### src/rtl/set_assoc_cache_lru_lookup_top_macros.svh
// ----------------------------------------------------------------------------
// Assertion macros
// Shared concurrent assertion helpers for the cache lookup block
// ----------------------------------------------------------------------------
`ifndef SET_ASSOC_CACHE_LRU_LOOKUP_TOP_MACROS_SVH
`define SET_ASSOC_CACHE_LRU_LOOKUP_TOP_MACROS_SVH

// same-cycle implication, disabled while in reset
`define SACL_ASSERT_NOW(name, clk, rst_n, ante, cons, msg) \
  name: assert property (@(posedge clk) disable iff (!rst_n) (ante) |-> (cons)) \
    else $error(msg);

// next-cycle implication, disabled while in reset
`define SACL_ASSERT_NEXT(name, clk, rst_n, ante, cons, msg) \
  name: assert property (@(posedge clk) disable iff (!rst_n) (ante) |=> (cons)) \
    else $error(msg);

`endif

### src/rtl/sacl_ram.sv
// ----------------------------------------------------------------------------
// sacl_ram
// Generic single-port RAM with registered read data
// ----------------------------------------------------------------------------
module sacl_ram #(
  parameter int unsigned WIDTH = 8,
  parameter int unsigned DEPTH = 64,
  localparam int unsigned AW = (DEPTH > 1) ? $clog2(DEPTH) : 1
) (
  input  logic             clk_i,
  input  logic             we_i,
  input  logic             re_i,
  input  logic [AW-1:0]    addr_i,
  input  logic [WIDTH-1:0] wdata_i,
  output logic [WIDTH-1:0] rdata_o
);

  logic [WIDTH-1:0] mem_q [DEPTH];
  logic [WIDTH-1:0] rdata_q;

  always_ff @(posedge clk_i) begin
    if (we_i) begin
      mem_q[addr_i] <= wdata_i;
    end
    if (re_i) begin
      rdata_q <= mem_q[addr_i];
    end
  end

  assign rdata_o = rdata_q;

endmodule

### config.mk
export PLATFORM = sky130hd
export DESIGN_NAME = sacl_ram
export DESIGN_NICKNAME = d
export VERILOG_FILES = /design/src/rtl/set_assoc_cache_lru_lookup_top_macros.svh /design/src/rtl/sacl_ram.sv
export SDC_FILE = /design/constraint.sdc
export NUM_CORES = 1
export LEC_CHECK = 0
export ABC_AREA = 1
export BUFFER_PORTS_ARGS = -buffer_cell sky130_fd_sc_hd__clkbuf_2
export CAP_MARGIN = 25
export CELL_PAD_IN_SITES_DETAIL_PLACEMENT = 1
export CELL_PAD_IN_SITES_GLOBAL_PLACEMENT = 2
export CORE_ASPECT_RATIO = 1.2
export CORE_MARGIN = 2
export CORE_UTILIZATION = 38
export CTS_BUF_LIST = sky130_fd_sc_hd__clkbuf_16
export DETAILED_ROUTE_END_ITERATION = 16
export GPL_TIMING_DRIVEN = 0
export MAX_ROUTING_LAYER = met4
export PLACE_DENSITY_LB_ADDON = 0.05
export SYNTH_ARGS = -nofsm -noshare
export SYNTH_HDL_FRONTEND = slang
export SYNTH_SLANG_ARGS = --single-unit
### constraint.sdc
create_clock -name clk_i -period 3 [get_ports clk_i]
set_clock_uncertainty 0.15 [all_clocks]
set_input_delay 0.9 -clock clk_i [delete_from_list [all_inputs] [get_ports clk_i]]
set_output_delay 0.9 -clock clk_i [all_outputs]
set_load 0.01 [all_outputs]
; Word level (Yosys, flattened, before mapping)
; Memory sizes are Yosys's and may differ from the RTL's. A register that Yosys moved wholly into a read port is not among the register bits.
; Index checks and enable logic that the tools add are counted.
[word_totals]
in_bits = 17
register_bits = 0
word_cells = 3
ramBits = 512
out_inout_bits = 8
n_memories = 1
[mem_list]
columns = name, words, width, rd, rd_ports_with_merged_regs, wr, line
row1 = mem_q, 64, 8, 1, 1, 1, sacl_ram.sv:18  ; logic [WIDTH-1:0] mem_q [DEPTH];
[classes]
muxes = 2
[ops]
columns = cell, n
row1 = $mux 1, 2

; Longest topological paths before layout
[logic_depth]
ltp_word = 2
mapped_depth = 13
depth_no_buf = 11

; Worst setup path after synthesis
; OpenSTA, ideal clock, no wires.
[synth_path]
path_kind = input to register
from = input addr_i[3]
to = memory mem_q[41][0], enable pin
t_arrival_ps = 2474
path_slack_ps = -19
required_ps = 2455
n_path_buf = 1
cell_stages = 5
setup_ps = 395
cell_sequence = buf_2 > inv_2 > nor3_2 > inv_2 > nor4_1
[synth_rtl]
columns = item, line
row1 = from (decl), sacl_ram.sv:13  ; input logic [AW-1:0] addr_i,
row2 = to (decl), sacl_ram.sv:18
; No word-level cell before the write port.

; Worst setup path in the final report
[layout_path]
from = input addr_i[0]
to = memory mem_q[56][3], enable pin
; No word-level cell before the write port.

==> metrics.csv <==
metric,value,unit
outcome,"finished, violations left",
failing checks,negative setup slack,
number of buffers added on ports,19,
total of flip-flops plus latches after synthesis,520,
switching pwr,0.00372,W
RSZ-0062 raised after global routing,true,
Worst-Margin Slew,0.971,ns
antenna cells,0,
antenna violations before repair,1,
Fmax achieved,320,MHz
most frequent cells in the layout,"nand2_1 (1384), edfxtp_1 (520), clkbuf_16 (57), buf_2 (52)",
Max-Cap Viols,0,
WP data required,3.08,ns
"Avg Cell Area, Syn",10.2,um^2
kind of critical path,in2reg,
worst hold path class,in2reg,
Rel. slew slack,35.3,%
post-detail-place hpwl,51000,um
first-pass GRT wire length,107000,um
Critical Path Start Type,input pin,
Clock power frac,41.1,%
Final Wtd Congestion,0.851,
"Setup violations, final",101,
clock transition at the registers of the reported paths,0.05,ns
RR Endpoint,rdata_o[3]$_DFFE_PP_,
hold path depth,1,
Clock Path Buffers,3,
largest net degree at the start of global routing,65,
synth warn,0,
post-synthesis sequential area ratio,70.6,%
drt total wl,73800,um
Max stage delay on crit path,0.73,ns
wire per inst,24.3,um
TritonRoute pass-1 iters,5,
Worst R2R Setup Slack,1.13,ns
layout cells sized above 1,11.5,%
Final Hold Fails,0,
Die W,224,um
Die H,268,um
Post-CTS Hold Fix Bufs,0,
CTS root buf,clkbuf_16,
Core Area,57400,um^2
Critical-path top delay cell,nor2_2,
gr usage total,25.9,%
Hold Path Sink,rdata_o[3]$_DFFE_PP_,
Net Sw Frac,23.8,%
H-tree depth,2,
Buffers & Inverters on Critical Path,4,
Inserted Clock Buffers,55,
cell mode on critical path,buf_2,
nets,2279,
Vias/cell,4.98,
vias in the first global route,15700,
CP Data Arrival Time,3.21,ns
Synth Cell Area,22100,um^2
Routed Antenna Nets,0,
"Distinct cells, synth",21,
grt total ovfl,0,
"CP delay by family, top",simple AND/OR/NAND/NOR gates,
die area,60200,um^2
power per standard cell area,616,nW/um^2
final worst slack,-0.130,ns
CTS tree,done,
VDD IR-drop max,0.481,mV
Area Overhead vs Synth,14.5,%
"most common cell after layout, fill and taps aside",nand2_1,
First DRT Iteration DRCs,1028,
sequential share of power,51.7,%
RR Startpoint,mem_q[31][3]$_DFFE_PP_,
Post-Syn Instances,2167,
post-route minimum period,3.13,ns
DR vias,15100,
Fillers,6365,
combinational share of power,7.2,%
worst-path maximum fanout,10,
final slew viol count,0,
Sink Count,520,
leak pwr,10.4,nW
number of top-level pins,25,
endpoint class of the critical path,flip-flop,
starting density of the core,38.5,%
beginning of the worst hold path,re_i,
Hold Slack,0.511,ns
Int Pwr,0.0119,W
row count,96,
cell breakdown of the critical path,"clkbuf_2, inv_2, buf_2, buf_2, nand3_1, nor2_2",
setup TNS,-6.69,ns
Tcrit/Tclk final,104,%
FF-to-FF path depth,10,
Clock Latency Late Sink,0.62,ns
Post-Syn Nets,2184,
DRC Markers,0,
kinds of logic (layout without fill, tap and decap cells):
| kind of cell | after synthesis | in the layout | share of synthesized area, % |
|---|---|---|---|
| and+or+nand+nor | 1504 | 1504 | 26.0 |
| DFF | 520 | 520 | 70.6 |
| buffers and inverters | 131 | 267 | 3.14 |
| AOI/OAI and AO/OA | 12 | 12 | 0.328 |
per-stage QoR:
step	power, W	cell area (um^2)	util, %	instances	worst slack (ns)
after floorplan	0.00878	22100	-	2167	-0.0186
after global placement	0.00931	23100	40.3	2921	-1.27
after detailed placement	0.00934	23400	40.7	2935	-1.25
after CTS	0.0157	25200	43.9	3038	-0.327
after global routing	0.0161	25300	44.1	3038	-0.183
final	0.0156	25300	44.1	3038	-0.130
worst max path at each step:
stage	start	end	slack, ns	cells past startpoint
floorplan	addr_i[3]	mem_q[41][0]$_DFFE_PP_	-0.02	5
global placement	addr_i[3]	mem_q[41][5]$_DFFE_PP_	-1.27	5
detailed placement	addr_i[2]	mem_q[55][1]$_DFFE_PP_	-1.25	5
CTS	addr_i[1]	mem_q[27][7]$_DFFE_PP_	-0.33	6
global route	addr_i[0]	mem_q[56][5]$_DFFE_PP_	-0.18	6
finish	addr_i[0]	mem_q[56][3]$_DFFE_PP_	-0.13	6
power by group through the flow:
stage / Clock (W) / Combinational (W) / Sequential, W
global route: 0.00676 / 0.00124 / 0.00808
finish: 0.00641 / 0.00112 / 0.00807
CTS: 0.00652 / 0.00113 / 0.00807
floorplan: 0 / 0.000549 / 0.00823
global placement: 0 / 0.00108 / 0.00824
detailed placement: 0 / 0.00111 / 0.00823
per-layer routing:
metal | wire length (um) | GRT usage (%)
met1 | 31800 | 32.5
met2 | 37300 | 44.8
met3 | 3100 | 3.24
met4 | 1610 | 6.00
met5 | 0 | -
final cells by class:
cell class                 instances  area [um^2]  share of cell area, %
sequential                       520        15600                   61.6
multi-input combinational       1516         6110                   24.1
clock buffer                      57         1430                   5.63
tap                              735          920                   3.63
buffer                           101          583                   2.30
timing repair buffer              38          338                   1.33
clock inverter                    41          230                  0.909
inverter                          30          113                  0.445
cells in the mapped netlist:
cell type / instances / area, um^2
edfxtp_1: 520 / 15600
o21ai_0: 1 / 5.00
clkbuf_1: 23 / 86.3
nand2_1: 1384 / 5190
nor2_1: 87 / 327
nor3_2: 8 / 80.1
nor2_2: 2 / 12.5
o21ai_1: 6 / 30.0
or2_2: 3 / 18.8
buf_6: 15 / 169
buf_4: 7 / 52.6
nor4_1: 2 / 12.5
inv_1: 25 / 93.8
clkinv_1: 1 / 3.75
or2_1: 3 / 18.8
inv_2: 4 / 15.0
nand3_1: 13 / 65.1
o211ai_1: 5 / 37.5
buf_1: 4 / 15.0
nand4_1: 2 / 12.5
buf_2: 52 / 260
sequential cells by signal (all words and copies together), names as in the netlist:
name     flops
mem_q      512
rdata_o      8
timing repair:
| item | 4_1_cts | 5_1_grt |
|---|---|---|
| endpoints found under the setup margin | 462 | 274 |
| gates resized for setup | 55 | 30 |
| pin swaps | 2 | 0 |
| setup buffers | 5 | 0 |
| endpoints found under the hold margin | 0 | 0 |
No activity file was read; power rests on OpenSTA's default activity.
