## src/rtl/set_assoc_cache_lru_lookup_top_macros.svh

```systemverilog
// ----------------------------------------------------------------------------
// Assertion macros
// Shared concurrent assertion helpers for the cache lookup block
// ----------------------------------------------------------------------------
`ifndef SET_ASSOC_CACHE_LRU_LOOKUP_TOP_MACROS_SVH
`define SET_ASSOC_CACHE_LRU_LOOKUP_TOP_MACROS_SVH

// same-cycle implication, disabled while in reset
`define SACL_ASSERT_NOW(name, clk, rst_n, ante, cons, msg) \
  name: assert property (@(posedge clk) disable iff (!rst_n) (ante) |-> (cons)) \
    else $error(msg);

// next-cycle implication, disabled while in reset
`define SACL_ASSERT_NEXT(name, clk, rst_n, ante, cons, msg) \
  name: assert property (@(posedge clk) disable iff (!rst_n) (ante) |=> (cons)) \
    else $error(msg);

`endif

```

## src/rtl/sacl_pkg.sv

```systemverilog
// ----------------------------------------------------------------------------
// sacl_pkg
// Types and constants shared by the cache lookup block
// ----------------------------------------------------------------------------
package sacl_pkg;

  localparam int unsigned MAX_LINES_DEF   = 512;
  localparam int unsigned BLOCK_BYTES_DEF = 64;
  localparam int unsigned MAX_WAYS_DEF    = 8;

  localparam int unsigned ADDR_W       = 32;
  localparam int unsigned STAMP_W      = 32;
  localparam int unsigned CNT_W        = 32;
  localparam int unsigned LINES_LOG2_W = 4;
  localparam int unsigned WAYS_LOG2_W  = 2;
  localparam int unsigned CFG_ADDR_W   = 3;
  localparam int unsigned CFG_DATA_W   = 32;

  localparam logic [LINES_LOG2_W-1:0] LINES_LOG2_RST = LINES_LOG2_W'(4);
  localparam logic [WAYS_LOG2_W-1:0]  WAYS_LOG2_RST  = '0;

  // register index, taken from paddr[2]
  typedef enum logic {
    REG_LINES_LOG2,
    REG_WAYS_LOG2
  } cfg_reg_e;

  typedef struct packed {
    logic clear;
    logic accept;
    logic read;
    logic compare;
    logic min_step;
    logic update;
    logic load_out;
  } sacl_cmd_t;

  typedef struct packed {
    logic clear_last;
    logic need_min;
    logic out_free;
  } sacl_sts_t;

endpackage

```

## src/rtl/sacl_cfg.sv

```systemverilog
// ----------------------------------------------------------------------------
// sacl_cfg
// APB register file holding the line count and associativity settings
// ----------------------------------------------------------------------------
module sacl_cfg import sacl_pkg::*; (
  input  logic                    clk_i,
  input  logic                    rst_ni,
  input  logic                    psel,
  input  logic                    penable,
  input  logic                    pwrite,
  input  logic [CFG_ADDR_W-1:0]   paddr,
  input  logic [CFG_DATA_W-1:0]   pwdata,
  output logic [CFG_DATA_W-1:0]   prdata,
  output logic                    pready,
  output logic [LINES_LOG2_W-1:0] lines_log2_o,
  output logic [WAYS_LOG2_W-1:0]  ways_log2_o
);

  logic [LINES_LOG2_W-1:0] lines_log2_q;
  logic [WAYS_LOG2_W-1:0]  ways_log2_q;
  cfg_reg_e                reg_sel;
  logic                    wr_en;

  assign pready  = 1'b1;
  assign reg_sel = cfg_reg_e'(paddr[2]);
  assign wr_en   = psel && penable && pwrite && pready;

  always_ff @(posedge clk_i or negedge rst_ni) begin
    if (!rst_ni) begin
      lines_log2_q <= LINES_LOG2_RST;
      ways_log2_q  <= WAYS_LOG2_RST;
    end else if (wr_en) begin
      unique case (reg_sel)
        REG_LINES_LOG2: lines_log2_q <= pwdata[LINES_LOG2_W-1:0];
        REG_WAYS_LOG2:  ways_log2_q  <= pwdata[WAYS_LOG2_W-1:0];
        default: ;
      endcase
    end
  end

  always_comb begin
    unique case (reg_sel)
      REG_LINES_LOG2: prdata = CFG_DATA_W'(lines_log2_q);
      REG_WAYS_LOG2:  prdata = CFG_DATA_W'(ways_log2_q);
      default:        prdata = '0;
    endcase
  end

  assign lines_log2_o = lines_log2_q;
  assign ways_log2_o  = ways_log2_q;

endmodule

```

## config.mk

```make
export PLATFORM = sky130hd
export DESIGN_NAME = sacl_cfg
export DESIGN_NICKNAME = d
export VERILOG_FILES = /design/src/rtl/set_assoc_cache_lru_lookup_top_macros.svh /design/src/rtl/sacl_pkg.sv /design/src/rtl/sacl_cfg.sv
export SDC_FILE = /design/constraint.sdc
export NUM_CORES = 1
export LEC_CHECK = 0
export BUFFER_PORTS_ARGS = -buffer_cell sky130_fd_sc_hd__buf_2
export CORE_MARGIN = 10
export CORE_UTILIZATION = 29
export CTS_BUF_LIST = sky130_fd_sc_hd__clkbuf_2
export DETAILED_ROUTE_END_ITERATION = 8
export PLACE_DENSITY_LB_ADDON = 0.05
export SLEW_MARGIN = 40
export SYNTH_ARGS = -nofsm -noshare
export SYNTH_HDL_FRONTEND = slang
export SYNTH_SLANG_ARGS = --single-unit
```

## constraint.sdc

```tcl
create_clock -name clk_i -period 0.8 [get_ports clk_i]
set_input_delay 0.04 -clock clk_i [delete_from_list [all_inputs] [get_ports clk_i]]
set_output_delay 0.04 -clock clk_i [all_outputs]
set_load 0.03 [all_outputs]
```

After elaboration in Yosys (flattened, before gate mapping)

Index checks and enable logic that the tools add are counted.

Register bits after elaboration: 6
Latch bits: 0
Memory bits (writable): 0
Memory bits (read-only): 0
Input bits: 40
Output and inout port bits: 39
Logic and storage cells: 8
Memories kept: 0

Add/subtract/negate cells: 0
Multipliers: 0
Divide/modulo/power cells: 0
Order comparisons: 0
Equality and inequality tests: 0
Shift operators: 0
Muxes and demuxes: 1
Bitwise gates (word level): 1
Reduce and logical (&&, ||, !) cells: 4

Operators by type and width:

| cell              | count |
|---|---|
| $pmux 32 s2       | 1 |
| $reduce_and 2->1  | 2 |
| $logic_and 1x1->1 | 2 |
| $not 1->1         | 1 |

Depth between registers and ports, before layout

Depth after elaboration: 3
Mapped depth: 2
Gate-level depth less buffers: 2

Worst setup path after synthesis

OpenSTA, ideal clock, no wires.

Path type: register -> output
From: reg lines_log2_q[2], in the netlist lines_log2_o[2]
To: out prdata[2]
Arrival time: 864 ps
Required time: 760 ps
Setup slack: -104 ps
Stages on the path, launching flop included: 2
Path buffers: 0
Cell sequence: dfstp_2 and2b_2

Cells in the longest elaborated chain, start to end: 1

RTL lines:

| item                   | line           | RTL |
|---|---|---|
| start, declared        | sacl_cfg.sv:19 | `logic [LINES_LOG2_W-1:0] lines_log2_q;` |
| start signal, assigned | sacl_cfg.sv:34 | `REG_LINES_LOG2: lines_log2_q <= pwdata[LINES_LOG2_W-1:0];` |
| $pmux 32 s2            | sacl_cfg.sv:42 | `unique case (reg_sel)` |
| end, declared          | sacl_cfg.sv:13 | `output logic [CFG_DATA_W-1:0] prdata,` |

No other way between the ends. The select of a mux whose other input is x is not followed.

Worst setup path in the final report

From: reg lines_log2_q[1], in the netlist lines_log2_o[1]
To: out prdata[1]

The elaborated chain is that of the path after synthesis.

==> parameters.txt <==
Parameter                              Value

Status
  Result of the run ... finished with violations
  Violations in the final reports ... negative setup slack

Worst setup path
  Worst-path cell chain ... mux2_4 > buf_6
  Required time reported for the critical path endpoint ... 760 ps
  WS Path Type ... flip-flop to output pin
  WP data arrival ... 1040 ps
  Sort of element at the end of the critical path ... output pin
  Top cell family by delay on the critical path ... flip-flops
  Maximum fanout along the worst path ... 2
  Kind of start point of the critical path ... flip-flop
  Critical path's slowest cell ... dfrtp_2
  Maximum single-stage delay on the critical path ... 410 ps
  Crit path buffers/inverters ... 1

Detailed routing
  Final wirelength ... 1260 um
  Starting DRC count in detailed routing ... 0
  Detailed-router iteration count before antenna repair ... 1
  Wire length on met1 ... 392 um
  Highest metal layer used by the detailed router ... met3
  DRC violations left ... 0
  Detailed-route via count ... 337
  Post-DR vias/cell ... 3.24
  Average wire per standard cell ... 12.1 um
  Met3 layer wire length in the routed design ... 212 um
  Routed length on met2 ... 650 um
  Antenna-violating nets left ... 0

Timing
  Final setup violation count ... 15
  Hold Fails Final Rpt ... 0
  Final Hold Slack ... 47.5 ps
  Share of the cycle needed by the critical path after routing ... 1.34
  Final slew viol count ... 0
  Final TNS setup ... -2290 ps
  RSZ-0062 raised after global routing ... yes
  Minimum period implied by the final worst setup slack ... 1080 ps
  Clock skew after layout ... 0 ps
  Worst setup margin ... -276 ps
  Peak clock frequency supported by timing ... 930 MHz

Clocking
  Master cell of the clock root buffer ... clkbuf_2
  Number of buffers between clock root and the deepest sink ... 2
  Clock sink count ... 6
  Clock tree from TritonCTS ... done
  Clock-pin slew of the registers on the worst-case setup and hold paths ... 70 ps
  Number of H-tree branching levels ... 1
  Insertion delay of the later-clocked pin in the worst-skew pair ... 220 ps
  Num CTS Buffers ... 3

Layout
  Non-filler instance count after layout ... 104
  Share of the core filled with cells ... 0.420
  Diode count ... 0
  Most used cells in the layout excluding fill and tap cells ... 29 x conb_1, 12 x buf_6, 9 x buf_2
  NumNets Final ... 120
  Total of fill cells in the finished design ... 173
  Syn-to-layout area delta ... 39.4%
  Proportion of layout cells with a drive suffix above 1 ... 0.608
  Leading cell type in the layout, fill and taps excluded ... conb_1

Power and ir drop
  Total leakage power ... 0.412 nW
  Worst vdd rail ir drop ... 869 uV
  Power per standard cell area ... 2340 nW/um2

Synth
  Distinct cells, synth ... 8
  Average cell area after synthesis ... 10.5 um2
  Synth Register Bits ... 6
  Area share of the leading cell type in the synthesized netlist ... 0.423
  Sequential share of the synthesized area ... 0.294
  Cell types occupying the most area after synthesis ... buf_4 42%, dfrtp_1 24%, mux2_2 18%, dfstp_2 5.1%, nand4b_4 4.6%
  Post-synth top area cell ... buf_4
  Yosys warnings ... 0
  Count of mapped cells out of synthesis ... 49
  Summed instance area of the synthesized netlist ... 514 um2

Global routing
  Initial antenna violation count ... 0
  Vias in the first global route ... 425
  GRT Residual Overflow ... 0
  Wire length of the first global-routing pass ... 2050 um
  Total global-route track usage ... 0.0649
  Maximum number of pins on one net before global-route repair ... 7

Die
  Initial standard-cell utilization of the core ... 0.301
  Floorplan Core Area ... 1710 um2
  Die width ... 62.1 um
  Rows ... 15
  I/O pin total ... 79
  Floorplan die height ... 62.1 um
  Die Area ... 3860 um2

Placed design
  Placed cell count ... 94
  Total half-perimeter wirelength after legalization and detailed placement ... 1070 um
  Placer congestion estimate ... 0.571
  Number of buffers inserted by port buffering ... 19
  Worst setup slack after placement ... -74.5 ps

Min path
  Type of the most critical hold path ... primary input to flip-flop

Job
  Max Cap Viol ... 0
[worst reg2reg max path, delay by kind of cell, from the launching register on]
family	cells	cell delay, ps
DFF	1	400
muxes	1	240
buffers and inverters	1	140
[per-stage QoR]
stage / power [mW] / area (um2)
after floorplan: 1.10 / 648
after global placement: 1.18 / 579
after detailed placement: 1.18 / 579
after CTS: 1.67 / 702
after global routing: 1.79 / 717
final: 1.68 / 717
[state kept, by name, summed over array words and instances (netlist names)]
| signal | cells |
|---|---|
| lines_log2_o | 4 |
| ways_log2_o | 2 |
[timing repair]
action / 4_1_cts / 5_1_grt
endpoints found under the setup margin: 10 / 15
resized for setup: 20 / 3
setup buffers: 4 / 2
endpoints found under the hold margin: 6 / 0
hold buffers: 1 / 0
[final timing paths]
path                       slack, ps  cells after the start               to       startpoint
max in group asynchronous        400                      2  lines_log2_o[2]           rst_ni
min                               50                      2  lines_log2_o[3]        pwdata[3]
max reg2reg                      -90                      2   ways_log2_o[0]   ways_log2_o[0]
min reg2reg                      610                      2   ways_log2_o[1]   ways_log2_o[1]
max                             -280                      2        prdata[1]  lines_log2_o[1]
min in group asynchronous        170                      2   ways_log2_o[0]           rst_ni
[cell families after synthesis]
family	share of synthesized area
muxes	0.175
DFF	0.294
other	0.0146
and+or+nand+nor	0.0925
buffers and inverters	0.423
[power by group]
part | switching (mW) | leakage [nW] | internal (mW) | total (mW)
clock | 0.120 | 0.0166 | 0.133 | 0.254
sequential | 0.0413 | 0.0651 | 0.388 | 0.430
combinational | 0.552 | 0.330 | 0.445 | 0.998
total | 0.714 | 0.412 | 0.967 | 1.68
[routing by layer]
metal,track usage,vias to the layer above
met4,0.0343,0
met1,0.0560,154
met3,0.0556,0
met5,0,-
li1,-,160
met2,0.103,23
[Yosys cell counts]
master     n
nand4_1    1
conb_1     2
and2b_2    2
buf_4     29
nand4b_4   1
mux2_2     8
dfstp_2    1
dfrtp_1    5
[area by class of cell]
type                            count  area [um2]  share of cell area
Sequential cell                     6         158               0.220
Clock buffer                        4        20.0              0.0279
Multi-Input combinational cell     41         273               0.380
Tap cell                           25        31.3              0.0436
Timing Repair Buffer               28         235               0.328
Power figures use the tool's default switching activity.
