### src/rtl/set_assoc_cache_lru_lookup_top_macros.svh
// ----------------------------------------------------------------------------
// Assertion macros
// Shared concurrent assertion helpers for the cache lookup block
// ----------------------------------------------------------------------------
`ifndef SET_ASSOC_CACHE_LRU_LOOKUP_TOP_MACROS_SVH
`define SET_ASSOC_CACHE_LRU_LOOKUP_TOP_MACROS_SVH

// same-cycle implication, disabled while in reset
`define SACL_ASSERT_NOW(name, clk, rst_n, ante, cons, msg) \
  name: assert property (@(posedge clk) disable iff (!rst_n) (ante) |-> (cons)) \
    else $error(msg);

// next-cycle implication, disabled while in reset
`define SACL_ASSERT_NEXT(name, clk, rst_n, ante, cons, msg) \
  name: assert property (@(posedge clk) disable iff (!rst_n) (ante) |=> (cons)) \
    else $error(msg);

`endif

### src/rtl/sacl_pkg.sv
// ----------------------------------------------------------------------------
// sacl_pkg
// Types and constants shared by the cache lookup block
// ----------------------------------------------------------------------------
package sacl_pkg;

  localparam int unsigned MAX_LINES_DEF   = 512;
  localparam int unsigned BLOCK_BYTES_DEF = 64;
  localparam int unsigned MAX_WAYS_DEF    = 8;

  localparam int unsigned ADDR_W       = 32;
  localparam int unsigned STAMP_W      = 32;
  localparam int unsigned CNT_W        = 32;
  localparam int unsigned LINES_LOG2_W = 4;
  localparam int unsigned WAYS_LOG2_W  = 2;
  localparam int unsigned CFG_ADDR_W   = 3;
  localparam int unsigned CFG_DATA_W   = 32;

  localparam logic [LINES_LOG2_W-1:0] LINES_LOG2_RST = LINES_LOG2_W'(4);
  localparam logic [WAYS_LOG2_W-1:0]  WAYS_LOG2_RST  = '0;

  // register index, taken from paddr[2]
  typedef enum logic {
    REG_LINES_LOG2,
    REG_WAYS_LOG2
  } cfg_reg_e;

  typedef struct packed {
    logic clear;
    logic accept;
    logic read;
    logic compare;
    logic min_step;
    logic update;
    logic load_out;
  } sacl_cmd_t;

  typedef struct packed {
    logic clear_last;
    logic need_min;
    logic out_free;
  } sacl_sts_t;

endpackage

### src/rtl/sacl_ctrl.sv
// ----------------------------------------------------------------------------
// sacl_ctrl
// Lookup sequencer: clearing pass, row read, compare, victim search, result output after write back
// ----------------------------------------------------------------------------
module sacl_ctrl import sacl_pkg::*; #(
  parameter int unsigned MAX_WAYS = MAX_WAYS_DEF
) (
  input  logic      clk_i,
  input  logic      rst_ni,
  input  logic      in_valid_i,
  output logic      in_ready_o,
  input  sacl_sts_t sts_i,
  output sacl_cmd_t cmd_o
);

  localparam int unsigned WAY_BITS = $clog2(MAX_WAYS);
  localparam int unsigned LVL_W    = $clog2(WAY_BITS + 2);

  typedef enum logic [2:0] {
    S_CLEAR,
    S_IDLE,
    S_READ,
    S_CMP,
    S_MIN,
    S_UPDATE,
    S_EMIT
  } state_e;

  state_e             state_q, state_d;
  logic [LVL_W-1:0]   lvl_q, lvl_d;
  logic               accept;

  always_comb begin
    in_ready_o = (state_q == S_IDLE) || ((state_q == S_EMIT) && sts_i.out_free);
    accept     = in_ready_o && in_valid_i;

    cmd_o          = '0;
    cmd_o.clear    = (state_q == S_CLEAR);
    cmd_o.accept   = accept;
    cmd_o.read     = (state_q == S_READ);
    cmd_o.compare  = (state_q == S_CMP);
    cmd_o.min_step = (state_q == S_MIN);
    cmd_o.update   = (state_q == S_UPDATE);
    cmd_o.load_out = (state_q == S_EMIT) && sts_i.out_free;
  end

  always_comb begin
    state_d = state_q;
    lvl_d   = lvl_q;
    unique case (state_q)
      S_CLEAR: begin
        if (sts_i.clear_last) begin
          state_d = S_IDLE;
        end
      end
      S_IDLE: begin
        if (accept) begin
          state_d = S_READ;
        end
      end
      S_READ: state_d = S_CMP;
      S_CMP: begin
        if (sts_i.need_min && (WAY_BITS > 0)) begin
          state_d = S_MIN;
          lvl_d   = LVL_W'(WAY_BITS);
        end else begin
          state_d = S_UPDATE;
        end
      end
      S_MIN: begin
        if (lvl_q == LVL_W'(1)) begin
          state_d = S_UPDATE;
        end else begin
          lvl_d = lvl_q - LVL_W'(1);
        end
      end
      S_UPDATE: state_d = S_EMIT;
      S_EMIT: begin
        if (sts_i.out_free) begin
          state_d = accept ? S_READ : S_IDLE;
        end
      end
      default: state_d = S_IDLE;
    endcase
  end

  always_ff @(posedge clk_i or negedge rst_ni) begin
    if (!rst_ni) begin
      state_q <= S_CLEAR;
      lvl_q   <= '0;
    end else begin
      state_q <= state_d;
      lvl_q   <= lvl_d;
    end
  end

endmodule

### config.mk
export PLATFORM = sky130hd
export DESIGN_NAME = sacl_ctrl
export DESIGN_NICKNAME = d
export VERILOG_FILES = /design/src/rtl/set_assoc_cache_lru_lookup_top_macros.svh /design/src/rtl/sacl_pkg.sv /design/src/rtl/sacl_ctrl.sv
export SDC_FILE = /design/constraint.sdc
export NUM_CORES = 1
export LEC_CHECK = 0
export BUFFER_PORTS_ARGS = -buffer_cell sky130_fd_sc_hd__buf_2
export CORE_AREA = 2 2 39 41
export CTS_BUF_LIST = sky130_fd_sc_hd__clkbuf_2
export CTS_CLUSTER_SIZE = 25
export DETAILED_ROUTE_END_ITERATION = 7
export DIE_AREA = 0 0 41 43
export PLACE_DENSITY_LB_ADDON = 0.25
export SYNTH_ARGS = -nofsm -noshare
export SYNTH_HDL_FRONTEND = slang
export SYNTH_SLANG_ARGS = --single-unit
### constraint.sdc
create_clock -name clk_i -period 3.3 [get_ports clk_i]
set_input_delay 0.66 -clock clk_i [delete_from_list [all_inputs] [get_ports clk_i]]
set_output_delay 0.66 -clock clk_i [all_outputs]
set_load 0.02 [all_outputs]
# After elaboration in Yosys (flattened, before gate mapping)
# Index checks and enable logic that the tools add are counted.
dict set report op_classes {
  n_addsub 1
  n_eq_ne 13
  reduce_logical 7
  mux 10
}
# op count
set op_table {}
lappend op_table {{$pmux W3 S7} 1}
lappend op_table {{$mux W3} 6}
lappend op_table {{$ne A2 B2 Y1 const B} 5}
lappend op_table {{$eq A3 B3 Y1 const B} 3}
lappend op_table {{$eq A3 B1 Y1 const B} 2}
lappend op_table {{$eq A3 B2 Y1 const B} 2}
lappend op_table {{$pmux W3 S2} 1}
lappend op_table {{$reduce_and A4 Y1} 1}
lappend op_table {{$logic_not A3 Y1} 1}
lappend op_table {{$reduce_and A3 Y1} 1}
lappend op_table {{$sub A3 B1 Y3 const B} 1}
lappend op_table {{$logic_and A1 B1 Y1} 2}
lappend op_table {{$mux W2} 1}
lappend op_table {{$ne A2 B1 Y1 const B} 1}
lappend op_table {{$reduce_bool A2 Y1} 1}
lappend op_table {{$logic_or A1 B1 Y1} 1}
lappend op_table {{$mux W1} 1}
dict set report word_totals {
  reg_bits 6
  output_inout_bits 8
  word_cells 33
}

# Logic depth before layout (Yosys ltp)
dict set report logic_depth {
  depth_word 7
  depth_mapped 5
}

# Least setup slack after synthesis
# No wires, ideal clock.
dict set report synth_path {
  path_type {input -> output}
  start {in sts_i[0] (netlist bit)}
  end {out cmd_o[5] (netlist bit)}
  required_time_ns 2.640
  t_arrival_ns 1.451
  path_slack_ns 1.189
  path_stages 4
  n_path_buf 1
  path_cell_list {inv_1 > o32ai_2 > and2_1 > buf_4}
}
dict set report synth_between {
  elab_chain_cells 3
}
# element line
set synth_rtl {}
lappend synth_rtl {{start: declaration} sacl_ctrl.sv:12} ;# input sacl_sts_t sts_i,
lappend synth_rtl {{$logic_and A1 B1 Y1} sacl_ctrl.sv:34} ;# in_ready_o = (state_q == S_IDLE) || ((state_q == S_EMIT) && sts_i.out_free);
lappend synth_rtl {{$logic_or A1 B1 Y1} sacl_ctrl.sv:34}
lappend synth_rtl {{via in_ready_o} sacl_ctrl.sv:11} ;# output logic in_ready_o,
lappend synth_rtl {{$logic_and A1 B1 Y1} sacl_ctrl.sv:35} ;# accept = in_ready_o && in_valid_i;
lappend synth_rtl {{end: declaration} sacl_ctrl.sv:13} ;# output sacl_cmd_t cmd_o
# The timed path passes the listed nets, and every way through them passes these cells.

==> reports/qor.json <==
{
  "outcome": {
    "outcome": "finished clean"
  },
  "worst_setup_path": {
    "cp_slowest_stage_delay_ps": 510,
    "worstPathCellList": "nand2b_2, o32ai_2, and2_1, buf_2",
    "timing.critical_path.arrival_ps": 1470,
    "timing.critical_path.from_type": "register",
    "critical-path-slowest-cell": "sky130_fd_sc_hd__dfrtp_1",
    "critical-path-top-delay-family": "flip-flops",
    "worstPathMaxFanout": 11,
    "worstSetupEndpointType": "primary output",
    "cp_num_buf_inv": 1,
    "required_ps": 2640,
    "setup.worst_path.class": "register to primary output"
  },
  "timing": {
    "worst_slew_pin_slew_ps": 436.9,
    "fin_skew_ps": 2.885,
    "max_clock_freq_ghz": 0.4702,
    "rsz0062_at_grt": "no",
    "finalWorstSetupSlack_ps": 1173,
    "setup_viol_count_final": 0,
    "timing.final.max_slew_violations": 0,
    "final.hold.worst_slack_ps": 259.9,
    "slew_headroom": 0.7087,
    "report.final.hold_viol_count": 0,
    "layout_worst_path_cycle_share": 0.6445,
    "fin_tns_setup_ps": 0,
    "timing.final.crit_period_ps": 2127
  },
  "drt": {
    "remaining_drc_errors": 0,
    "route.final.wire_length_microns": 840,
    "routed_vias_inst": 4.859,
    "dr.pass1.iters": 4,
    "route.vias.total": 379,
    "wl_per_cell_microns": 10.77,
    "route.antenna.remaining_nets": 0,
    "first_iter_violations": 7
  },
  "clock_tree": {
    "cts.path.max_buffers": 2,
    "tritoncts_num_sinks": 6,
    "cts_made_buffers": 3,
    "path_clk_slew_ps": 60,
    "clk_root_buffer_cell": "sky130_fd_sc_hd__clkbuf_2",
    "ctsResizeCount": 0,
    "holdBufCountCts": 0,
    "h-tree-depth": 1,
    "post-cts-setup-buffers": 0,
    "clk-insertion-delay-late_ps": 210,
    "tritoncts": "done"
  },
  "finish": {
    "area_delta_synth_final_pct": 14.40,
    "drive_gt1_frac": 0.3387,
    "num-nets-final": 72,
    "mostFrequentLayoutCells": "sky130_fd_sc_hd__buf_2, sky130_fd_sc_hd__dfrtp_1, sky130_fd_sc_hd__inv_1, sky130_fd_sc_hd__nor2_1, sky130_fd_sc_hd__nor3_1",
    "most_common_cell_after_layout_fill_and_taps_aside": "sky130_fd_sc_hd__buf_2",
    "insertedDiodeCount": 0,
    "post-route-cell-area_sq_um": 526.8
  },
  "floorplan": {
    "die_width_microns": 41,
    "die-area_sq_um": 1763,
    "fp.dieH_microns": 43,
    "effective_utilization_at_floorplan": 0.3327,
    "floorplan.rows": 14,
    "core_area_sq_um": 1384,
    "ports_placed_on_the_boundary": 14
  },
  "place": {
    "routabilityCongestion": 0.6659,
    "dpl_cell_area_sq_um": 511.7,
    "pre_cts_ws_ps": 1262,
    "numPortBuffers": 13,
    "dpl.hpwl_microns": 659.4
  },
  "global_routing": {
    "antenna_violations_before_repair": 0,
    "globalRouteTotalUtil": 0.1144,
    "grt_first_pass_wirelength_microns": 1345,
    "grt_remaining_overflow": 0,
    "first_global_vias": 332,
    "maximum_number_of_pins_on_one_net_before_global_route_repair": 14
  },
  "logic_synthesis": {
    "yosys_warning_total": 0,
    "synth.avg_cell_area_sq_um": 9.209,
    "synth_enable_flop_cells": 0,
    "synthArstFlopShare": 1.000,
    "post_synth_instance_area_sq_um": 460.4,
    "postSynthNetCount": 58,
    "ys_seq_area_frac": 0.3261,
    "ys_ff_latch": 6,
    "synthCells": 50,
    "synth_flop_cell": "sky130_fd_sc_hd__dfrtp_1",
    "synth_cell_type_count": 28
  },
  "power_and_ir_drop": {
    "peakVddDrop_uv": 295.2,
    "power_density_nw_per_um2": 902.6,
    "power.static_leakage_nw": 0.2836
  },
  "min_path": {
    "hold_path.class": "input port to async pin"
  },
  "flow_run": {
    "maxCapViolCount": 0
  }
}
## registers in the layout, indices dropped and copies added (netlist names)
signal	cells
lvl_q	3
state_q	3
## worst paths after layout
path / slack, ps / cells after the start / to / startpoint
max: 1170 / 4 / cmd_o[5] / state_q[1]$_DFFE_PN0P_
min: 260 / 1 / lvl_q[1]$_DFFE_PN0P_ / rst_ni
max reg2reg: 1940 / 4 / state_q[0]$_DFFE_PN0P_ / lvl_q[0]$_DFFE_PN0P_
min reg2reg: 510 / 1 / lvl_q[0]$_DFFE_PN0P_ / lvl_q[0]$_DFFE_PN0P_
max in group asynchronous: 2900 / 1 / state_q[0]$_DFFE_PN0P_ / rst_ni
min in group clk_i: 510 / 1 / lvl_q[0]$_DFFE_PN0P_ / lvl_q[0]$_DFFE_PN0P_
## Yosys cell counts, types with 2 or more instances
cell type / count / share of area
sky130_fd_sc_hd__nor3_1: 4 / 0.043
sky130_fd_sc_hd__nor2_1: 5 / 0.041
sky130_fd_sc_hd__buf_4: 2 / 0.033
sky130_fd_sc_hd__mux2i_1: 2 / 0.043
sky130_fd_sc_hd__dfrtp_1: 6 / 0.33
sky130_fd_sc_hd__and2_1: 2 / 0.027
sky130_fd_sc_hd__inv_1: 5 / 0.041
sky130_fd_sc_hd__ha_1: 2 / 0.054
sky130_fd_sc_hd__o21ai_0: 3 / 0.033
## logic make-up (layout without fill, tap and decap cells)
logic type | Yosys count | in the layout | synth area share
buf+inv | 9 | 21 | 0.1141
compound gates | 9 | 9 | 0.1576
fa+ha+maj | 2 | 2 | 0.05434
mux | 2 | 2 | 0.04348
simple gates | 22 | 22 | 0.3044
flops | 6 | 6 | 0.3261
## stage by stage
stage | util | total power, mW | cells
floorplan | - | 0.3917 | 50
global placement | 0.3698 | 0.4328 | 75
detailed placement | 0.3698 | 0.4322 | 75
CTS | 0.3807 | 0.4834 | 78
global route | 0.3807 | 0.5191 | 78
finish | 0.3807 | 0.4755 | 78
## power by group
group / switching [mW] / total (mW) / internal [mW]
combinational: 0.136 / 0.248 / 0.112
clock: 0.0232 / 0.0477 / 0.0246
sequential: 0.0745 / 0.180 / 0.106
## worst register-to-register path: stages, from the launching register on
cell	delay (ps)
sky130_fd_sc_hd__dfrtp_1	400
sky130_fd_sc_hd__ha_1	240
sky130_fd_sc_hd__and3b_1	190
sky130_fd_sc_hd__a2111oi_2	320
sky130_fd_sc_hd__nor3_1	80
## routing by layer
| layer | vias to the layer above | part of all wire | global-route usage |
|---|---|---|---|
| met2 | 7 | 0.51 | 0.1656 |
| li1 | 198 | - | - |
| met1 | 174 | 0.46 | 0.1485 |
| met5 | - | 0 | 0 |
| met3 | 0 | 0.032 | 0.01571 |
| met4 | 0 | 0 | 0.08000 |
## cell type report
type                    count  area, sq um
fillers                   146        857.1
multi-input cells          35        257.7
flip-flops and latches      6        150.1
repair buffers             13        65.06
well taps                  16        20.02
inverters                   5        18.77
clock buffers               3        15.01
(Power assumes the default switching activity.)
