File: src/rtl/set_assoc_cache_lru_lookup_top_macros.svh
// ----------------------------------------------------------------------------
// Assertion macros
// Shared concurrent assertion helpers for the cache lookup block
// ----------------------------------------------------------------------------
`ifndef SET_ASSOC_CACHE_LRU_LOOKUP_TOP_MACROS_SVH
`define SET_ASSOC_CACHE_LRU_LOOKUP_TOP_MACROS_SVH

// same-cycle implication, disabled while in reset
`define SACL_ASSERT_NOW(name, clk, rst_n, ante, cons, msg) \
  name: assert property (@(posedge clk) disable iff (!rst_n) (ante) |-> (cons)) \
    else $error(msg);

// next-cycle implication, disabled while in reset
`define SACL_ASSERT_NEXT(name, clk, rst_n, ante, cons, msg) \
  name: assert property (@(posedge clk) disable iff (!rst_n) (ante) |=> (cons)) \
    else $error(msg);

`endif

File: src/rtl/sacl_pkg.sv
// ----------------------------------------------------------------------------
// sacl_pkg
// Types and constants shared by the cache lookup block
// ----------------------------------------------------------------------------
package sacl_pkg;

  localparam int unsigned MAX_LINES_DEF   = 512;
  localparam int unsigned BLOCK_BYTES_DEF = 64;
  localparam int unsigned MAX_WAYS_DEF    = 8;

  localparam int unsigned ADDR_W       = 32;
  localparam int unsigned STAMP_W      = 32;
  localparam int unsigned CNT_W        = 32;
  localparam int unsigned LINES_LOG2_W = 4;
  localparam int unsigned WAYS_LOG2_W  = 2;
  localparam int unsigned CFG_ADDR_W   = 3;
  localparam int unsigned CFG_DATA_W   = 32;

  localparam logic [LINES_LOG2_W-1:0] LINES_LOG2_RST = LINES_LOG2_W'(4);
  localparam logic [WAYS_LOG2_W-1:0]  WAYS_LOG2_RST  = '0;

  // register index, taken from paddr[2]
  typedef enum logic {
    REG_LINES_LOG2,
    REG_WAYS_LOG2
  } cfg_reg_e;

  typedef struct packed {
    logic clear;
    logic accept;
    logic read;
    logic compare;
    logic min_step;
    logic update;
    logic load_out;
  } sacl_cmd_t;

  typedef struct packed {
    logic clear_last;
    logic need_min;
    logic out_free;
  } sacl_sts_t;

endpackage

File: src/rtl/sacl_dp.sv
// ----------------------------------------------------------------------------
// sacl_dp
// Address split, way compare, oldest-stamp tree, row update and counters
// ----------------------------------------------------------------------------
`include "set_assoc_cache_lru_lookup_top_macros.svh"

module sacl_dp import sacl_pkg::*; #(
  parameter int unsigned MAX_LINES   = MAX_LINES_DEF,
  parameter int unsigned BLOCK_BYTES = BLOCK_BYTES_DEF,
  parameter int unsigned MAX_WAYS    = MAX_WAYS_DEF,
  localparam int unsigned OFF_BITS  = $clog2(BLOCK_BYTES),
  localparam int unsigned TAG_W     = ADDR_W - OFF_BITS,
  localparam int unsigned LINE_BITS = $clog2(MAX_LINES),
  localparam int unsigned WAY_BITS  = $clog2(MAX_WAYS),
  localparam int unsigned SLOT_W    = (WAY_BITS > 0) ? WAY_BITS : 1,
  localparam int unsigned ROWS      = MAX_LINES / MAX_WAYS,
  localparam int unsigned ROW_W     = (ROWS > 1) ? $clog2(ROWS) : 1,
  localparam int unsigned ENT_W     = 1 + TAG_W + STAMP_W,
  localparam int unsigned RAM_W     = MAX_WAYS * ENT_W
) (
  input  logic                    clk_i,
  input  logic                    rst_ni,
  input  sacl_cmd_t               cmd_i,
  output sacl_sts_t               sts_o,
  input  logic [LINES_LOG2_W-1:0] lines_log2_i,
  input  logic [WAYS_LOG2_W-1:0]  ways_log2_i,
  input  logic [ADDR_W-1:0]       in_address_i,
  output logic                    out_valid_o,
  input  logic                    out_ready_i,
  output logic                    out_hit_o,
  output logic [CNT_W-1:0]        out_access_count_o,
  output logic [CNT_W-1:0]        out_miss_count_o,
  output logic                    ram_we_o,
  output logic                    ram_re_o,
  output logic [ROW_W-1:0]        ram_addr_o,
  output logic [RAM_W-1:0]        ram_wdata_o,
  input  logic [RAM_W-1:0]        ram_rdata_i
);

  function automatic logic [CNT_W-1:0] sat_inc(input logic [CNT_W-1:0] v);
    return (v == '1) ? v : v + CNT_W'(1);
  endfunction

  // address split
  logic [LINES_LOG2_W-1:0] lg_lines, lg_ways, idx_bits;
  logic [TAG_W-1:0]        block, tag_d;
  logic [LINE_BITS-1:0]    set_mask, base;
  logic [SLOT_W-1:0]       base_slot;
  logic [ROW_W-1:0]        row_d;
  logic [MAX_WAYS-1:0]     member_d;

  logic [TAG_W-1:0]        tag_q;
  logic [ROW_W-1:0]        row_q;
  logic [MAX_WAYS-1:0]     member_q;

  // row read back
  logic                    rd_valid [MAX_WAYS];
  logic [TAG_W-1:0]        rd_tag [MAX_WAYS];
  logic [STAMP_W-1:0]      rd_stamp [MAX_WAYS];
  logic                    any_match, any_free;
  logic [SLOT_W-1:0]       match_slot, free_slot;

  logic                    row_valid_q [MAX_WAYS];
  logic [TAG_W-1:0]        row_tag_q [MAX_WAYS];
  logic [STAMP_W-1:0]      row_stamp_q [MAX_WAYS];
  logic                    hit_q, free_q;
  logic [SLOT_W-1:0]       hit_slot_q, free_slot_q;

  // oldest-stamp tree
  logic                    cand_ok_q [MAX_WAYS];
  logic [STAMP_W-1:0]      cand_stamp_q [MAX_WAYS];
  logic [SLOT_W-1:0]       cand_slot_q [MAX_WAYS];

  // update and counters
  logic [SLOT_W-1:0]       victim;
  logic [CNT_W-1:0]        acc_q, miss_q, acc_inc;
  logic [RAM_W-1:0]        wr_row;
  logic [ROW_W-1:0]        clr_row_q;

  logic                    out_valid_q, out_hit_q;
  logic [CNT_W-1:0]        out_acc_q, out_miss_q;

  always_comb begin
    lg_lines = (lines_log2_i > LINES_LOG2_W'(LINE_BITS)) ? LINES_LOG2_W'(LINE_BITS)
                                                          : lines_log2_i;
    lg_ways = LINES_LOG2_W'(ways_log2_i);
    if (lg_ways > LINES_LOG2_W'(WAY_BITS)) begin
      lg_ways = LINES_LOG2_W'(WAY_BITS);
    end
    if (lg_ways > lg_lines) begin
      lg_ways = lg_lines;
    end
    idx_bits  = lg_lines - lg_ways;
    block     = in_address_i[ADDR_W-1:OFF_BITS];
    // set index from the low block bits, first line of the set above it
    set_mask  = ~({LINE_BITS{1'b1}} << idx_bits);
    base      = (block[LINE_BITS-1:0] & set_mask) << lg_ways;
    base_slot = SLOT_W'(base & LINE_BITS'(MAX_WAYS - 1));
    row_d     = ROW_W'(base >> WAY_BITS);
    tag_d     = block >> idx_bits;
    for (int k = 0; k < MAX_WAYS; k++) begin
      member_d[k] = ((SLOT_W'(k) ^ base_slot) >> lg_ways) == '0;
    end
  end

  always_comb begin
    any_match  = 1'b0;
    any_free   = 1'b0;
    match_slot = '0;
    free_slot  = '0;
    for (int k = 0; k < MAX_WAYS; k++) begin
      rd_stamp[k] = ram_rdata_i[k*ENT_W +: STAMP_W];
      rd_tag[k]   = ram_rdata_i[k*ENT_W + STAMP_W +: TAG_W];
      rd_valid[k] = ram_rdata_i[k*ENT_W + STAMP_W + TAG_W];
      if (member_q[k] && rd_valid[k] && (rd_tag[k] == tag_q) && !any_match) begin
        any_match  = 1'b1;
        match_slot = SLOT_W'(k);
      end
      if (member_q[k] && !rd_valid[k] && !any_free) begin
        any_free  = 1'b1;
        free_slot = SLOT_W'(k);
      end
    end
  end

  always_comb begin
    acc_inc = sat_inc(acc_q);
    if (hit_q) begin
      victim = hit_slot_q;
    end else if (free_q) begin
      victim = free_slot_q;
    end else begin
      victim = cand_slot_q[0];
    end
    for (int k = 0; k < MAX_WAYS; k++) begin
      if (SLOT_W'(k) == victim) begin
        wr_row[k*ENT_W +: ENT_W] = {1'b1, tag_q, acc_inc};
      end else begin
        wr_row[k*ENT_W +: ENT_W] = {row_valid_q[k], row_tag_q[k], row_stamp_q[k]};
      end
    end
  end

  assign ram_re_o    = cmd_i.read;
  assign ram_we_o    = cmd_i.clear || cmd_i.update;
  assign ram_addr_o  = cmd_i.clear ? clr_row_q : row_q;
  assign ram_wdata_o = cmd_i.clear ? '0 : wr_row;

  assign sts_o.clear_last = (clr_row_q == ROW_W'(ROWS - 1));
  assign sts_o.need_min   = !any_match && !any_free;
  assign sts_o.out_free   = !out_valid_q || out_ready_i;

  // payload registers
  always_ff @(posedge clk_i) begin
    if (cmd_i.accept) begin
      tag_q    <= tag_d;
      row_q    <= row_d;
      member_q <= member_d;
    end
    if (cmd_i.compare) begin
      hit_q       <= any_match;
      free_q      <= any_free;
      hit_slot_q  <= match_slot;
      free_slot_q <= free_slot;
      for (int k = 0; k < MAX_WAYS; k++) begin
        row_valid_q[k]  <= rd_valid[k];
        row_tag_q[k]    <= rd_tag[k];
        row_stamp_q[k]  <= rd_stamp[k];
        cand_ok_q[k]    <= member_q[k];
        cand_stamp_q[k] <= rd_stamp[k];
        cand_slot_q[k]  <= SLOT_W'(k);
      end
    end else if (cmd_i.min_step) begin
      for (int j = 0; j < MAX_WAYS / 2; j++) begin
        if (cand_ok_q[2*j] &&
            (!cand_ok_q[2*j+1] || (cand_stamp_q[2*j] <= cand_stamp_q[2*j+1]))) begin
          cand_ok_q[j]    <= cand_ok_q[2*j];
          cand_stamp_q[j] <= cand_stamp_q[2*j];
          cand_slot_q[j]  <= cand_slot_q[2*j];
        end else begin
          cand_ok_q[j]    <= cand_ok_q[2*j+1];
          cand_stamp_q[j] <= cand_stamp_q[2*j+1];
          cand_slot_q[j]  <= cand_slot_q[2*j+1];
        end
      end
    end
    if (cmd_i.load_out) begin
      out_hit_q  <= hit_q;
      out_acc_q  <= acc_q;
      out_miss_q <= miss_q;
    end
  end

  // control registers
  always_ff @(posedge clk_i or negedge rst_ni) begin
    if (!rst_ni) begin
      acc_q       <= '0;
      miss_q      <= '0;
      clr_row_q   <= '0;
      out_valid_q <= 1'b0;
    end else begin
      if (cmd_i.update) begin
        acc_q <= acc_inc;
        if (!hit_q) begin
          miss_q <= sat_inc(miss_q);
        end
      end
      if (cmd_i.clear) begin
        clr_row_q <= clr_row_q + ROW_W'(1);
      end
      if (cmd_i.load_out) begin
        out_valid_q <= 1'b1;
      end else if (out_ready_i) begin
        out_valid_q <= 1'b0;
      end
    end
  end

  assign out_valid_o        = out_valid_q;
  assign out_hit_o          = out_hit_q;
  assign out_access_count_o = out_acc_q;
  assign out_miss_count_o   = out_miss_q;

  `SACL_ASSERT_NEXT(a_acc_step, clk_i, rst_ni, cmd_i.update && (acc_q != '1),
                    acc_q == $past(acc_q) + CNT_W'(1), "access count did not advance")
  `SACL_ASSERT_NEXT(a_hit_keeps_miss, clk_i, rst_ni, cmd_i.update && hit_q,
                    miss_q == $past(miss_q), "miss count moved on a hit")
  `SACL_ASSERT_NOW(a_victim_member, clk_i, rst_ni, cmd_i.update && !hit_q && !free_q,
                   cand_ok_q[0] && member_q[cand_slot_q[0]], "replacement way outside the set")
  `SACL_ASSERT_NOW(a_hit_valid, clk_i, rst_ni, cmd_i.update && hit_q,
                   row_valid_q[hit_slot_q] && member_q[hit_slot_q],
                   "hit on an invalid or foreign way")

endmodule

File: config.mk
export PLATFORM = sky130hd
export DESIGN_NAME = sacl_dp
export DESIGN_NICKNAME = d
export VERILOG_FILES = /design/src/rtl/sacl_pkg.sv /design/src/rtl/sacl_dp.sv
export VERILOG_INCLUDE_DIRS = /design/src /design/src/rtl
export SDC_FILE = /design/constraint.sdc
export NUM_CORES = 2
export LEC_CHECK = 0
export ABC_CLOCK_PERIOD_IN_PS = 11000
export BUFFER_PORTS_ARGS = -buffer_cell sky130_fd_sc_hd__buf_2
export CORE_AREA = 2 2 413 415
export CTS_CLUSTER_SIZE = 20
export DETAILED_ROUTE_END_ITERATION = 7
export DIE_AREA = 0 0 415 417
export PLACE_DENSITY_LB_ADDON = 0.1
export SYNTH_ARGS = -nofsm -noshare
export SYNTH_HDL_FRONTEND = slang
export SYNTH_SLANG_ARGS = --single-unit
File: constraint.sdc
create_clock -name clk_i -period 11 [get_ports clk_i]
set_input_delay 1.65 -clock clk_i [delete_from_list [all_inputs] [get_ports clk_i]]
set_output_delay 1.65 -clock clk_i [all_outputs]
set_load 0.05 [all_outputs]
# Word-level counts from Yosys, hierarchy flattened
# Memory sizes are Yosys's and may differ from the RTL's.
# Cells that the tools add are included.
# totals
ram_bits	760
out_inout_bits	549
mem_count	6
latch_bits	0
in_bits	520
word_cells	294
register_bits	184
romBits	0
# memory_table
memory	depth	width	rd	rd_ports_with_merged_regs	wr	line	text
cand_stamp_q	8	32	8	0	8	sacl_dp.sv:71	logic [STAMP_W-1:0] cand_stamp_q [MAX_WAYS];
row_stamp_q	8	32	8	0	8	sacl_dp.sv:65	logic [STAMP_W-1:0] row_stamp_q [MAX_WAYS];
row_tag_q	8	26	8	0	8	sacl_dp.sv:64	logic [TAG_W-1:0] row_tag_q [MAX_WAYS];
cand_slot_q	8	3	8	0	8	sacl_dp.sv:72	logic [SLOT_W-1:0] cand_slot_q [MAX_WAYS];
cand_ok_q	8	1	8	0	8	sacl_dp.sv:70	logic cand_ok_q [MAX_WAYS];
row_valid_q	8	1	8	0	8	sacl_dp.sv:63	logic row_valid_q [MAX_WAYS];
# op_classes
n_mux	103
div_mod_pow	0
reduce_logical	93
bitwise	35
addsub	4
n_mul	0
magnitude_cmp	6
n_eq_ne	18
shifts	11
# ops
cell	n
$mux W472	1
$mux W59	8
$mux W32	9
$eq A26 B26 Y1	8
$le A32 B32 Y1	4
$add A32 B1 Y32 const B	2
$eq A32 B32 Y1 const B	2
$mux W1	64
$logic_and A1 B1 Y1	43
$mux W3	12
$shr A3 B4 Y3	8
$logic_not A1 Y1	29
$logic_not A3 Y1	9
$shr A26 B4 Y26	1
$or A1 B1 Y1	24
$eq A3 B3 Y1 const A	4
$mux W2	6
$and A9 B9 Y9	1
$not A9 Y9	1
$shl A9 B4 Y9	1
$shl A9 B4 Y9 const A	1
$mux W4	2
$reduce_or A4 Y1	2
$add A6 B1 Y6 const B	1
14 further kinds	27

# Longest topological paths before layout
# depth
depth_word	26
depth_mapped	18
mapped_depth_nobuf	15

# Worst setup path after synthesis
# No wires, ideal clock.
# synth_timing
path_kind	input -> register
start	input port lines_log2_i[1]
end	register tag_q[5] (data pin)
cell_stages	18
n_path_buf	3
slack_ps	5281
setup_time_ps	273
t_arrival_ps	5445
required_ps	10727
cell_sequence	nor2b_1 inv_1 ha_1 nor2b_1 o211ai_1 mux2i_1 inv_1 clkbuf_1 ha_1 fa_1 buf_1 buf_1 mux2i_1 nand2_1 o21ai_0 nor2_1 a211oi_1 a21oi_1
# synth_between
elab_chain_len	6
# synth_lines
element	line	text
from (decl)	sacl_dp.sv:25	input logic [LINES_LOG2_W-1:0] lines_log2_i,
$gt A4 B4 Y1	sacl_dp.sv:84	lg_lines = (lines_log2_i > LINES_LOG2_W'(LINE_BITS)) ? LINES_LOG2_W'(LINE_BITS)
$mux W4 (*)	sacl_dp.sv:84	
$gt A2 B4 Y1	sacl_dp.sv:90	if (lg_ways > lg_lines) begin
$mux W4	sacl_dp.sv:90	
$sub A4 B4 Y4 (*)	sacl_dp.sv:93	idx_bits = lg_lines - lg_ways;
$shr A26 B4 Y26 (*)	sacl_dp.sv:100	tag_d = block >> idx_bits;
named net tag_d[5]	sacl_dp.sv:46	logic [TAG_W-1:0] block, tag_d;
to (signal assigned)	sacl_dp.sv:156	tag_q <= tag_d;
to (decl)	sacl_dp.sv:52	logic [TAG_W-1:0] tag_q;
# The timed path passes the listed nets; every way through them passes the cells marked *.
# A chain may end at the register's enable or synchronous reset.

# Final worst setup path
# layout_timing
start	register hit_q
end	output port ram_wdata_o[161]
# layout_between
elab_chain_len	4
# layout_lines
element	line	text
from (decl)	sacl_dp.sv:66	logic hit_q, free_q;
from (signal assigned)	sacl_dp.sv:161	hit_q <= any_match;
$mux W3	sacl_dp.sv:128	if (hit_q) begin
$eq A2 B3 Y1	sacl_dp.sv:136	if (SLOT_W'(k) == victim) begin
$mux W59	sacl_dp.sv:136	
$mux W472	sacl_dp.sv:147	assign ram_wdata_o = cmd_i.clear ? '0 : wr_row;
to (decl)	sacl_dp.sv:36	output logic [RAM_W-1:0] ram_wdata_o,
# No other way between the ends.

==> results.sh <==
export IMPL_tns_ns=0
export IMPL_cts_setup_buffers=0
export IMPL_core_area_sq_mm=0.169
export IMPL_track_usage_pct=24.1
export IMPL_wl_met1_um=80200
export IMPL_htree_levels=3
export IMPL_post_route_period_util_pct=58.5
export IMPL_power_density_mw_per_mm2=192
export IMPL_seqPwrFrac_pct=38.6
export IMPL_p_clk_share_pct=32.7
export IMPL_die_h_um=417
export IMPL_dieWidth_um=415
export IMPL_wl_met3_um=12100
export IMPL_syn_area_per_cell_sq_um=10.2
export IMPL_crit_fanout=58
export IMPL_ant_nets=0
export IMPL_worstHoldPathCells=1
export IMPL_grt_overflow=0
export IMPL_crit_family="compound AO/OA/AOI/OAI gates"
export IMPL_hp_class="flip-flop to flip-flop"
export IMPL_layout_min_cycle_time_ns=6.43
export IMPL_combPwrFrac_pct=28.7
export IMPL_synthCells=4108
export IMPL_worst_path_stages=8
export IMPL_synthArstFlopShare_pct=8.84
export IMPL_portBuffers=1060
export IMPL_worstPathArrival_ns=4.78
export IMPL_max_slew_margin_pct=14.5
export IMPL_avgViaCountPerCell=4.90
export IMPL_routed_top_layer="met5"
export IMPL_vias=36228
export IMPL_dpl_cell_area_sq_mm=0.0499
export IMPL_hpwl_um=166000
export IMPL_leakagePower_nw=22.3
export IMPL_initialDrtViolationCount=2696
export IMPL_root_buffer="clkbuf_16"
export IMPL_fin_skew_ns=0.0282
export IMPL_wl_met2_um=116000
export IMPL_worstSetupEndpointType="output port"
export IMPL_worstMarginPinSlew_ns=1.27
export IMPL_maxSlewViolCount=0
export IMPL_synth_ff_type="edfxtp_1"
export IMPL_hold_viol=0
export IMPL_cap_viol_max_count=0
export IMPL_grt_max_degree=116
export IMPL_setup_violations=0
export IMPL_final_cell_mix="buf_2, edfxtp_1, nand2_1"
export IMPL_final_common_cell="buf_2"
export IMPL_fmax_ghz=0.155
export IMPL_cts_made_buffers=103
export IMPL_worst_path_most_repeated_cell="nand2_1"
export IMPL_clk_path_buf_depth=3
export IMPL_wirelength_um=217000
export IMPL_drive_above_1_share_pct=26.5
export IMPL_synth_cell_types=70
export IMPL_clkSinkCount=803
export IMPL_cts_hold_buf=0
export IMPL_path_clk_slew_ns=0.06
export IMPL_avgRoutedWirePerCell_um=29.3
export IMPL_p_sw_share_pct=38.2
export IMPL_cts_tree="built"
export IMPL_power_internal_mw=6.30
export IMPL_fp_dieArea_sq_mm=0.173
export IMPL_ir_drop_v=0.000141
export IMPL_rows=151
export IMPL_ioPinCount=1069
export IMPL_fillers=17938
export IMPL_grt_pass1_wl_um=292000
export IMPL_cts_resized=0
export IMPL_yosys_warnings=0
export IMPL_ys_seq_elements=803
export IMPL_crit_slowest_cell="a21oi_2"
export IMPL_rsz0062_at_grt="no"
export IMPL_critPathBufInv=2
export IMPL_fin_nets=5737
export IMPL_first_pass_iters=8
export IMPL_post_route_drc_count=0
export IMPL_postLayoutCellArea_sq_mm=0.0531
export IMPL_antenna_found_initial=75
export IMPL_crit_path_start_kind="flip-flop"
export IMPL_crit_required_ns=9.35
export IMPL_path_cells="nor2_1 -> a21oi_2 -> nand2_1 -> nor2_4 -> buf_4 -> nand2_1 -> a21oi_1 -> buf_2"
export IMPL_gp_congestion=0.862
export IMPL_clk_insertion_delay_late_ns=0.76
export IMPL_initial_core_util_pct=25.0
export IMPL_switching_power_mw=3.89
export IMPL_area_growth_pct=26.3
export IMPL_grt_pass1_vias=35509
export IMPL_r2r_cells=9
export IMPL_syn_nets=4764
export IMPL_synthesis_area_sq_mm=0.0421
export IMPL_path_class="flip-flop to output port"
export IMPL_yosysSeqAreaShare_pct=56.5
export IMPL_synth_edf_count=732
export IMPL_outcome="finished clean"
export IMPL_max_stage_delay_ns=0.79
[worst paths after layout]
kind                                     start                   end  slack (ns)
setup / recovery                         hit_q      ram_wdata_o[161]        4.57
hold / removal                    clr_row_q[5]          clr_row_q[5]        0.49
setup reg to reg           cand_stamp_q[1][67]  cand_stamp_q[0][116]        6.66
hold reg to reg                   clr_row_q[5]          clr_row_q[5]        0.49
max in group asynchronous               rst_ni          clr_row_q[4]        9.19
min in group asynchronous               rst_ni            miss_q[28]        1.04
[metal layers]
layer | track usage [%] | vias up
met5 | 0 | -
li1 | - | 16565
met2 | 45.4 | 1267
met3 | 5.16 | 375
met4 | 8.54 | 70
met1 | 26.5 | 17951
[power by group through the flow]
stage               Combinational, mW  Sequential, mW  Clock, mW
global route                     3.11            3.96       3.51
floorplan                        1.79            3.92          0
finish                           2.92            3.93       3.33
CTS                              2.97            3.94       3.41
global placement                 2.95            4.00          0
detailed placement               2.96            4.00          0
[kinds of logic after synthesis]
kind of cell	count (synthesis)	share of synthesized area [%]
AO/OA/AOI/OAI	906	12.5
flip-flops	803	56.5
multiplexers	58	1.65
buffers and inverters	436	3.98
AND/OR/NAND/NOR	1468	14.9
XOR/XNOR	301	6.44
adder cells (fa/ha/maj)	136	4.06
[flip-flops by register name, summed over array words and instances, names as in the netlist, 3 cells and up]
signal              cells
cand_stamp_q          256
row_tag_q             208
row_stamp_q           128
acc_q                  32
miss_q                 32
out_access_count_o     32
out_miss_count_o       32
tag_q                  26
cand_slot_q            11
cand_ok_q               8
member_q                8
row_valid_q             8
clr_row_q               6
row_q                   6
free_slot_q             3
hit_slot_q              3
[area by class of cell]
cell class | instances | area (sq um) | share of cell area, %
Clock inverter | 40 | 344 | 0.648
Inverter | 148 | 561 | 1.05
Antenna cell | 17 | 42.5 | 0.0801
Tap cell | 2218 | 2780 | 5.22
Multi-Input combinational cell | 2869 | 16800 | 31.6
Timing Repair Buffer | 1156 | 6060 | 11.4
Sequential cell | 803 | 23800 | 44.7
Clock buffer | 147 | 2830 | 5.32
[stage by stage]
stage	setup WS, ns	std cells	util [%]	hold WS (ns)	total power, mW
2_1_floorplan	5.28	4108	-	0.420	5.71
3_3_place_gp	4.55	7194	29.6	0.478	6.95
3_5_place_dp	4.54	7194	29.6	0.485	6.96
4_1_cts	4.37	7381	31.5	0.492	10.3
5_1_grt	4.26	7389	31.5	0.511	10.6
6_report	4.57	7398	31.5	0.493	10.2
[Yosys cell counts (all sizes together), types with 5 or more instances]
master  number  area (sq um)
and3        24           150
nor2       458          1720
a21o        12          90.1
ha         135          1690
nor2b       19           119
dfrtp       71          1780
a21oi      527          2640
xnor2      114          1070
o31ai        6          45.0
nand2b      15          96.3
nand4       70           459
clkbuf     241           905
edfxtp     732         22000
mux2i       31           310
mux2        20           225
o21ai      108           541
nand3       75           375
mux4         7           158
o211ai      10          75.1
nor3        34           175
nor4        41           257
and4         7          61.3
inv        145           544
a31oi        5          31.3
xor2       187          1650
nand2      692          2600
or2          6          37.5
or4         11          82.6
and2         6          37.5
a211oi     207          1570
buf         47           214
[worst reg2reg max path, cell delays in order (launching register included)]
cell,delay (ns)
edfxtp_1,0.54
ha_1,0.42
nand4_1,0.17
nor4_1,0.71
and3b_1,0.30
o31ai_1,0.16
and3_1,0.86
buf_4,0.41
a21oi_1,0.11
a21oi_1,0.42
Note: power is estimated with default switching activity, not from simulation.
